`config.mk`:
```
export PLATFORM = sky130hd
export DESIGN_NAME = spcp_queue
export DESIGN_NICKNAME = d
export VERILOG_FILES = /design/src/hw/rtl/spcp_pkg.sv /design/src/hw/rtl/spcp_queue.sv
export SDC_FILE = /design/constraint.sdc
export NUM_CORES = 1
export LEC_CHECK = 0
export ABC_CLOCK_PERIOD_IN_PS = 14800
export BUFFER_PORTS_ARGS = -buffer_cell sky130_fd_sc_hd__buf_2
export CAP_MARGIN = 20
export CELL_PAD_IN_SITES_DETAIL_PLACEMENT = 0
export CELL_PAD_IN_SITES_GLOBAL_PLACEMENT = 1
export CORE_MARGIN = 4
export CORE_UTILIZATION = 40
export DETAILED_ROUTE_END_ITERATION = 10
export PLACE_DENSITY_LB_ADDON = 0.15
export SLEW_MARGIN = 20
export SYNTH_ARGS = -nofsm -noshare
export SYNTH_HDL_FRONTEND = slang
export SYNTH_SLANG_ARGS = --single-unit
```
`constraint.sdc`:
```
create_clock -name clk -period 14.8 [get_ports clk]
set_clock_uncertainty 0.2 [all_clocks]
set_input_delay 0.74 -clock clk [delete_from_list [all_inputs] [get_ports clk]]
set_output_delay 0.74 -clock clk [all_outputs]
set_load 0.005 [all_outputs]
```
`src/hw/rtl/spcp_pkg.sv`:
```
// shared types, constants and helpers for the shape pair collision block
package spcp_pkg;

	localparam int COORD_WIDTH_DEF = 16;
	localparam int ID_WIDTH_DEF = 16;

	// front to back queue
	localparam int QDEPTH = 4;
	localparam int QAW = $clog2(QDEPTH);
	localparam int QCW = $clog2(QDEPTH + 1);

	// rounded divider: quotient bits, remainder width, step counter width
	localparam int QB = 19;
	localparam int DW = 38;
	localparam int CNTW = $clog2(QB);

	// pair kinds
	localparam logic [1:0] FN_SS = 2'd0;
	localparam logic [1:0] FN_BB = 2'd1;
	localparam logic [1:0] FN_BS = 2'd2;
	localparam logic [1:0] FN_SB = 2'd3;

	typedef enum logic [1:0] {
		RK_DIRECT,
		RK_RADIAL,
		RK_AXIS
	} rec_kind_t;

	typedef struct packed {
		logic [1:0]  func;
		logic [47:0] a_lo;
		logic [47:0] a_hi;
		logic [47:0] b_lo;
		logic [47:0] b_hi;
		logic        a_pushes;
		logic        b_pushes;
		logic [15:0] a_id;
		logic [15:0] b_id;
	} item_t;

	typedef struct packed {
		logic               hit;
		logic               has_info;
		logic               for_side;
		logic [15:0]        other_id;
		logic signed [15:0] push_x;
		logic signed [15:0] push_y;
		logic signed [15:0] push_z;
		logic signed [15:0] point_x;
		logic signed [15:0] point_y;
		logic signed [15:0] point_z;
		logic               last;
	} result_t;

	// one push-back record as classified by the front
	typedef struct packed {
		rec_kind_t        kind;
		logic             side;
		logic [15:0]      oid;
		logic [2:0][16:0] v;     // radial direction vector, signed lanes
		logic [2:0][15:0] base;  // radial base point, or final contact point
		logic [15:0]      rr;    // radial radius
		logic [2:0][15:0] dp;    // final push for box-box records
		logic [1:0]       ax;    // axis record: push axis
		logic             pos;   // axis record: push is positive
	} rec_t;

	typedef struct packed {
		logic            hit;
		logic [1:0]      nrec;
		logic            half;
		logic            need_len;
		logic [33:0]     d2;
		logic [16:0]     rsum;
		rec_t [1:0]      rec;
	} job_t;

	function automatic logic [15:0] sat16(input logic signed [23:0] v);
		if (v > 24'sd32767) return 16'h7fff;
		if (v < -24'sd32768) return 16'h8000;
		return v[15:0];
	endfunction

	// halving with round to nearest, ties away from zero, when half is set
	function automatic logic signed [17:0] half_rnd(input logic signed [17:0] x,
			input logic half);
		logic signed [17:0] m;
		if (!half) return x;
		if (x < 0) begin
			m = -x;
			m = (m + 18'sd1) >>> 1;
			return -m;
		end
		m = (x + 18'sd1) >>> 1;
		return m;
	endfunction

endpackage

```
`src/hw/rtl/spcp_queue.sv`:
```
// small register queue of classified jobs between front and back
module spcp_queue import spcp_pkg::*; (
	input  logic           clk,
	input  logic           arst_n,
	input  logic           push,
	input  job_t           wdata,
	input  logic           pop,
	output job_t           rdata,
	output logic           empty,
	output logic [QCW-1:0] count
);

	job_t           mem[QDEPTH];
	logic [QAW-1:0] wp_q, rp_q;
	logic [QCW-1:0] cnt_q;

	always_ff @(posedge clk or negedge arst_n) begin
		if (!arst_n) begin
			wp_q <= '0;
			rp_q <= '0;
			cnt_q <= '0;
		end else begin
			if (push)
				wp_q <= (wp_q == QAW'(QDEPTH - 1)) ? '0 : wp_q + 1'b1;
			if (pop)
				rp_q <= (rp_q == QAW'(QDEPTH - 1)) ? '0 : rp_q + 1'b1;
			cnt_q <= cnt_q + QCW'(push) - QCW'(pop);
		end
	end

	always_ff @(posedge clk) begin
		if (push)
			mem[wp_q] <= wdata;
	end

	assign rdata = mem[rp_q];
	assign empty = (cnt_q == '0);
	assign count = cnt_q;

endmodule

```
==> impl_metrics.py, run 1 <==
metrics = {
    "timing": {
        "tightest_slew_ns": 1.221,
        "fin_crit_sh": 0.4350,
        "finalSetupViolCount": 0,
        "max_slew_margin": 0.1863,
        "max_freq_mhz": 155.3,
        "rsz0062_at_grt": "false",
        "hold_viol": 0,
        "tns_ns": 0,
        "min_period_ns": 6.438,
        "fin_ws_ns": 8.362,
        "slew_violations": 0,
    },
    "cts": {
        "clkSinkCount": 1711,
        "cts_buffer_depth": 3,
        "cts_resized": 0,
        "cts_max_level": 4,
        "clk_latency_ns": 0.77,
        "cts-root-buf": "clkbuf_16",
        "cts_setup_buffers": 0,
        "path_clk_slew_ns": 0.06,
        "cts_buffers": 180,
        "cts_tree": "done",
    },
    "grt": {
        "grt_pass1_wl_um": 214400,
        "grt_max_degree": 141,
        "antenna_found_initial": 48,
        "grt-ovfl-total": 0,
        "grt.total_usage": 0.1771,
        "grt_pass1_vias": 31490,
    },
    "setup_path": {
        "r2r_end": "mem[0][326]$_DFFE_PP_",
        "cp.required_ns": 13.86,
        "critical_path_peak_fanout": 59,
        "reg2reg_depth": 6,
        "cp_cell_sequence": "buf_4, buf_4, buf_4, mux4_1, buf_2",
        "reg2reg_slack_ns": 10.14,
        "reg2reg_from": "wp_q[0]$_DFFE_PN0P_",
        "crit_top_cell": "buf_4",
        "setup.worst_path.start": "rp_q[0]$_DFFE_PN0P_",
        "cp.depth": 5,
        "endpoint_kind": "output port",
        "start_kind": "flop",
        "cpLargestDelayFamily": "buffers and inverters",
        "cpPeakStageDelay_ns": 1.07,
        "worst_path_max_delay_cell": "dfrtp_4",
        "worst-path-buf-inv": 4,
        "worstPathArrival_ns": 5.50,
        "path_class": "flop to output port",
        "crit_path_end": "rdata[352]",
    },
    "pwr": {
        "power_density_nw_per_um2": 182.5,
        "power_w": 0.01464,
        "leakagePower_nw": 28.46,
        "ir_worst_vdd_mv": 0.1366,
    },
    "layout": {
        "area_growth_pct": 26.24,
        "drive_gt1_frac": 0.3041,
        "fin_area_um2": 80250,
        "layoutNonFillerInstCount": 5925,
        "nets": 4101,
        "num-fill-cells": 12580,
    },
    "placement": {
        "dp_slack_ns": 9.085,
        "port_buffers": 859,
        "gp_congestion": 0.7685,
        "postPlaceCellArea_um2": 69970,
        "place_hpwl_um": 93270,
        "placed_cells": 5124,
    },
    "detailed_routing": {
        "firstDrtPassIters": 5,
        "viasPerCell": 5.072,
        "finalWirelength_um": 150300,
        "via_count": 30050,
        "drc_errors": 0,
        "drtIter0Drc": 1856,
        "post_drt_wl_per_cell_um": 25.37,
        "ant_nets": 0,
    },
    "floorplan": {
        "placementRows": 146,
        "die-area_um2": 165400,
        "dieHeight_um": 406.6,
        "io_pins": 860,
        "design.core.area_um2": 158200,
        "die_x_um": 406.6,
        "start_util": 0.4018,
    },
    "yosys": {
        "yosysWarningCount": 0,
        "synth-main-ff-cell": "edfxtp_1",
        "synth_seq_cells": 1711,
        "synth.most_common_cell": "edfxtp_1",
        "synth_top_area_frac": 0.8050,
        "synthCells": 2260,
        "synth_fp_nets": 2698,
        "synthTopCellsByCount": "edfxtp_1 (1704), mux4_1 (419), buf_6 (43)",
        "yosys-top-cells-area": "edfxtp_1 (80%), mux4_1 (17%), buf_6 (0.76%)",
        "synth-seq-area-share": 0.8077,
        "synth_edf_count": 1704,
        "synth.distinct_cells": 21,
        "synth_area_um2": 63570,
        "avgSynthCellArea_um2": 28.13,
        "synth_top_area_cell": "edfxtp_1",
        "async_reset_ff_frac": 0.004091,
    },
    "worst_hold_path": {
        "hold_start": "wdata[304]",
        "hold_path.class": "input port to flop",
    },
    "run": {
        "maxCapViolations": 0,
    },
    "outcome": {
        "status": "finished, final reports clean",
    },
}
==> cell type report <==
| class | instances | area (um2) | area share |
|---|---|---|---|
| Clock buffer | 212 | 4710 | 0.05869 |
| Inverter | 6 | 22.52 | 0.0002807 |
| Timing Repair Buffer | 1316 | 8926 | 0.1112 |
| Antenna cell | 42 | 105.1 | 0.001310 |
| Clock inverter | 118 | 1159 | 0.01444 |
| Multi-Input combinational cell | 448 | 11380 | 0.1418 |
| Tap cell | 2072 | 2592 | 0.03231 |
| Sequential cell | 1711 | 51350 | 0.6399 |
==> flip-flops by register name, indices dropped and copies added, names as in the netlist <==
register  count
wp_q          2
rp_q          2
count         3
mem        1704
==> cells by family (layout without fill, tap and decap cells) <==
group | count (synthesis) | in the layout | share of synthesized area
muxes | 428 | 428 | 0.1760
xor gates and xnor gates | 2 | 2 | 0.0002756
other | 0 | 42 | 0
adders and majority gates | 8 | 8 | 0.001693
buffers and inverters | 101 | 1652 | 0.01338
and+or+nand+nor | 8 | 8 | 0.0007281
AOI/OAI and AO/OA | 2 | 2 | 0.0001575
DFF | 1711 | 1711 | 0.8077
==> layer usage <==
metal,global-route usage,share of wire,vias to the layer above
met3,0.06654,0.088,258
li1,-,-,13190
met2,0.2891,0.49,914
met5,0,0.0012,-
met1,0.2180,0.39,15660
met4,0.06031,0.032,28
==> through the flow <==
| stage | utilization | hold slack [ns] |
|---|---|---|
| after detailed placement | 0.4423 | 0.3571 |
| after CTS | 0.5065 | 0.005249 |
| final | 0.5073 | 0.08441 |
| after floorplan | - | 0.2444 |
| after global placement | 0.4423 | 0.3450 |
| after global routing | 0.5070 | 0.02209 |
==> placed cells by master, fill, tap and decap left out, types with 2 or more instances in the layout <==
cell type,instances
and2_4,4
buf_12,10
buf_2,859
buf_4,19
bufinv_16,18
clkbuf_1,28
clkbuf_16,184
clkinv_1,47
clkinv_16,4
clkinv_2,36
clkinv_8,3
clkinvlp_4,5
dfrtp_1,5
dfrtp_4,2
diode_2,42
dlygate4sd3_1,428
edfxtp_1,1704
ha_1,7
inv_1,6
inv_6,3
mux2_2,2
mux4_1,419
mux4_2,7
o21ai_0,2
xnor2_1,2
==> worst min-delay path by stage <==
| stage | to | slack, ns | cells past startpoint |
|---|---|---|---|
| final | mem[0][304]$_DFFE_PP_ | 0.08 | 1 |
| after global routing | mem[0][304]$_DFFE_PP_ | 0.02 | 1 |
| after CTS | mem[0][304]$_DFFE_PP_ | 0.005 | 1 |
| after detailed placement | count[2]$_DFF_PN0_ | 0.36 | 1 |
| after global placement | count[2]$_DFF_PN0_ | 0.35 | 1 |
| after floorplan | count[0]$_DFF_PN0_ | 0.24 | 0 |
==> power breakdown <==
part / switching (W) / internal, W / total (W)
sequential: 0.000203 / 0.00621 / 0.00641
clock: 0.00182 / 0.00259 / 0.00441
combinational: 0.00210 / 0.00172 / 0.00382
total: 0.00412 / 0.0105 / 0.0146
==> what timing repair did <==
action	in CTS	in global routing
endpoints found under the hold margin	1711	0
hold buffers	428	0
endpoints found under the setup margin	0	0
Note: power is estimated with default switching activity, not from simulation.
==> run 2, diff against run 1 <==
- ABC_CLOCK_PERIOD_IN_PS: 14800 -> 5500
- clock period: 14.8 -> 5.5 ns (I/O delays scaled with it)
==> run 2 against run 1 <==
Against the previous run:
- combinational power grew to 2.7 times the previous value
- non-clock buffer count rose by 177
- global-route usage is 0.17 points higher
- sequential share of layout area decreased by 1.5 points
- design area grew 2.4%
- die area stayed put
- largest power group unchanged
==> impl_metrics.py, run 2 (synthesis results as in run 1) <==
metrics = {
    "detailed_routing": {
        "drc_errors": 0,
        "ant_nets": 0,
        "viasPerCell": 5.048,
        "drtIter0Drc": 2101,
        "firstDrtPassIters": 5,
        "finalWirelength_um": 151800,
        "post_drt_wl_per_cell_um": 24.89,
        "via_count": 30790,
    },
    "floorplan": {
        "dieHeight_um": 406.6,
        "placementRows": 146,
        "design.core.area_um2": 158200,
        "die_x_um": 406.6,
        "io_pins": 860,
        "die-area_um2": 165400,
        "start_util": 0.4018,
    },
    "layout": {
        "largest_reg_flops": 1704,
        "num-fill-cells": 12480,
        "mostFrequentLayoutCells": "edfxtp_1 (1704), buf_2 (859), dlygate4sd3_1 (584)",
        "fin_area_um2": 82150,
        "final_common_cell": "edfxtp_1",
        "regArea_um2": 51350,
        "regMostFlops": "mem",
        "multi_input_area_um2": 11380,
        "area_growth_pct": 29.23,
        "drive_gt1_frac": 0.2943,
        "nets": 4276,
    },
    "setup_path": {
        "worstPathArrival_ns": 3.43,
        "path_class": "flop to output port",
        "reg2reg_from": "wp_q[0]$_DFFE_PN0P_",
        "endpoint_kind": "output port",
        "cp.required_ns": 5.03,
        "start_kind": "flop",
        "setup.worst_path.start": "rp_q[0]$_DFFE_PN0P_",
        "critical_path_peak_fanout": 45,
    },
    "timing": {
        "fin_ws_ns": 1.592,
        "min_period_ns": 3.908,
        "fin_crit_sh": 0.7105,
        "hold_viol": 0,
        "max_freq_mhz": 255.9,
        "slew_violations": 0,
        "rsz0062_at_grt": "false",
        "finalHoldWorstSlack_ns": 0.06234,
        "max_slew_margin": 0.3711,
        "finalSetupViolCount": 0,
        "tightest_slew_ns": 0.9433,
    },
    "cts": {
        "clk_latency_ns": 0.78,
        "clkSinkCount": 1711,
        "path_clk_slew_ns": 0.06,
        "cts_buffers": 178,
        "cts_buffer_depth": 3,
        "cts_tree": "done",
        "cts_max_level": 4,
        "cts-root-buf": "clkbuf_16",
    },
    "worst_hold_path": {
        "hold_path.class": "input port to flop",
        "hold_start": "wdata[54]",
    },
    "placement": {
        "dp_slack_ns": 2.271,
        "port_buffers": 859,
        "place_hpwl_um": 95850,
        "gp_congestion": 0.7735,
        "postPlaceCellArea_um2": 70260,
    },
    "grt": {
        "antenna_found_initial": 53,
        "busiest_layer": "met2",
        "grt.total_usage": 0.1788,
        "grt_pass1_wl_um": 217600,
        "grt_use_met2": 0.2963,
        "grt_max_degree": 109,
        "grt_pass1_vias": 32710,
        "gr-usage-met1": 0.2216,
        "met3_usage": 0.06905,
        "grt-ovfl-total": 0,
    },
    "pwr": {
        "power_density_nw_per_um2": 483.3,
        "ir_worst_vdd_mv": 0.4765,
        "leakagePower_nw": 29.26,
    },
    "outcome": {
        "status": "finished, final reports clean",
    },
    "run": {
        "maxCapViolations": 0,
    },
}
[run 2: changes by cell type in the layout (fill, tap and decap cells not counted), moves of 2 or more]
| cell | previous run | this run |
|---|---|---|
| buf_12 | 10 | 19 |
| buf_4 | 19 | 31 |
| bufinv_16 | 18 | 23 |
| clkbuf_1 | 28 | 37 |
| clkbuf_16 | 184 | 179 |
| clkinv_1 | 47 | 43 |
| clkinv_2 | 36 | 25 |
| clkinv_8 | 3 | 5 |
| dlygate4sd3_1 | 428 | 584 |
[run 2: cell type report]
class / instances / area share
inverter: 6 / 0.0002742
sequential: 1711 / 0.6251
tap: 2072 / 0.03156
clock buffer: 216 / 0.05622
timing repair buffer: 1493 / 0.1310
multi-input combinational: 448 / 0.1385
clock inverter: 112 / 0.01610
antenna: 41 / 0.001249
[run 2: final timing paths]
check | endpoint | slack (ns) | cells past startpoint
worst max register to register | mem[0][26]$_DFFE_PP_ | 2.81 | 4
min in group asynchronous | rp_q[1]$_DFFE_PN0P_ | 0.37 | 3
max in group asynchronous | rp_q[0]$_DFFE_PN0P_ | 4.39 | 3
worst min register to register | count[2]$_DFF_PN0_ | 0.34 | 1
worst max-delay path | rdata[393] | 1.59 | 3
worst min-delay path | mem[1][54]$_DFFE_PP_ | 0.06 | 2
[run 2: per-layer routing]
layer  share of wire  vias up  wire, um
met2            0.49      896     74960
met4           0.021       18      3181
met3           0.090      222     13670
met1            0.39    16070     59910
li1                -    13580         -
met5         0.00070        -       106
[run 2: power by group]
group          internal (W)  switching [W]
combinational       0.00479        0.00568
clock               0.00710        0.00493
sequential           0.0167       0.000526
total                0.0286         0.0111
[run 2: metrics by stage]
step	total power (W)	instances	setup TNS, ns	utilization
after floorplan	0.02333	2260	-371.13	-
after global placement	0.02773	5146	0	0.4441
after detailed placement	0.02792	5146	0	0.4441
after CTS	0.04041	6058	0	0.5186
after global routing	0.04157	6088	0	0.5191
final	0.03970	6099	0	0.5193
[run 2: worst max-delay path: stages, from the launching register on]
cell and delay, ns:
dfrtp_4 1.04, buf_4 0.68, mux4_1 0.69, buf_2 0.17
[run 2: timing repair]
action	in CTS	in global routing
endpoints found under the hold margin	1718	0
resized for setup	0	0
setup buffers	0	0
hold buffers	584	0
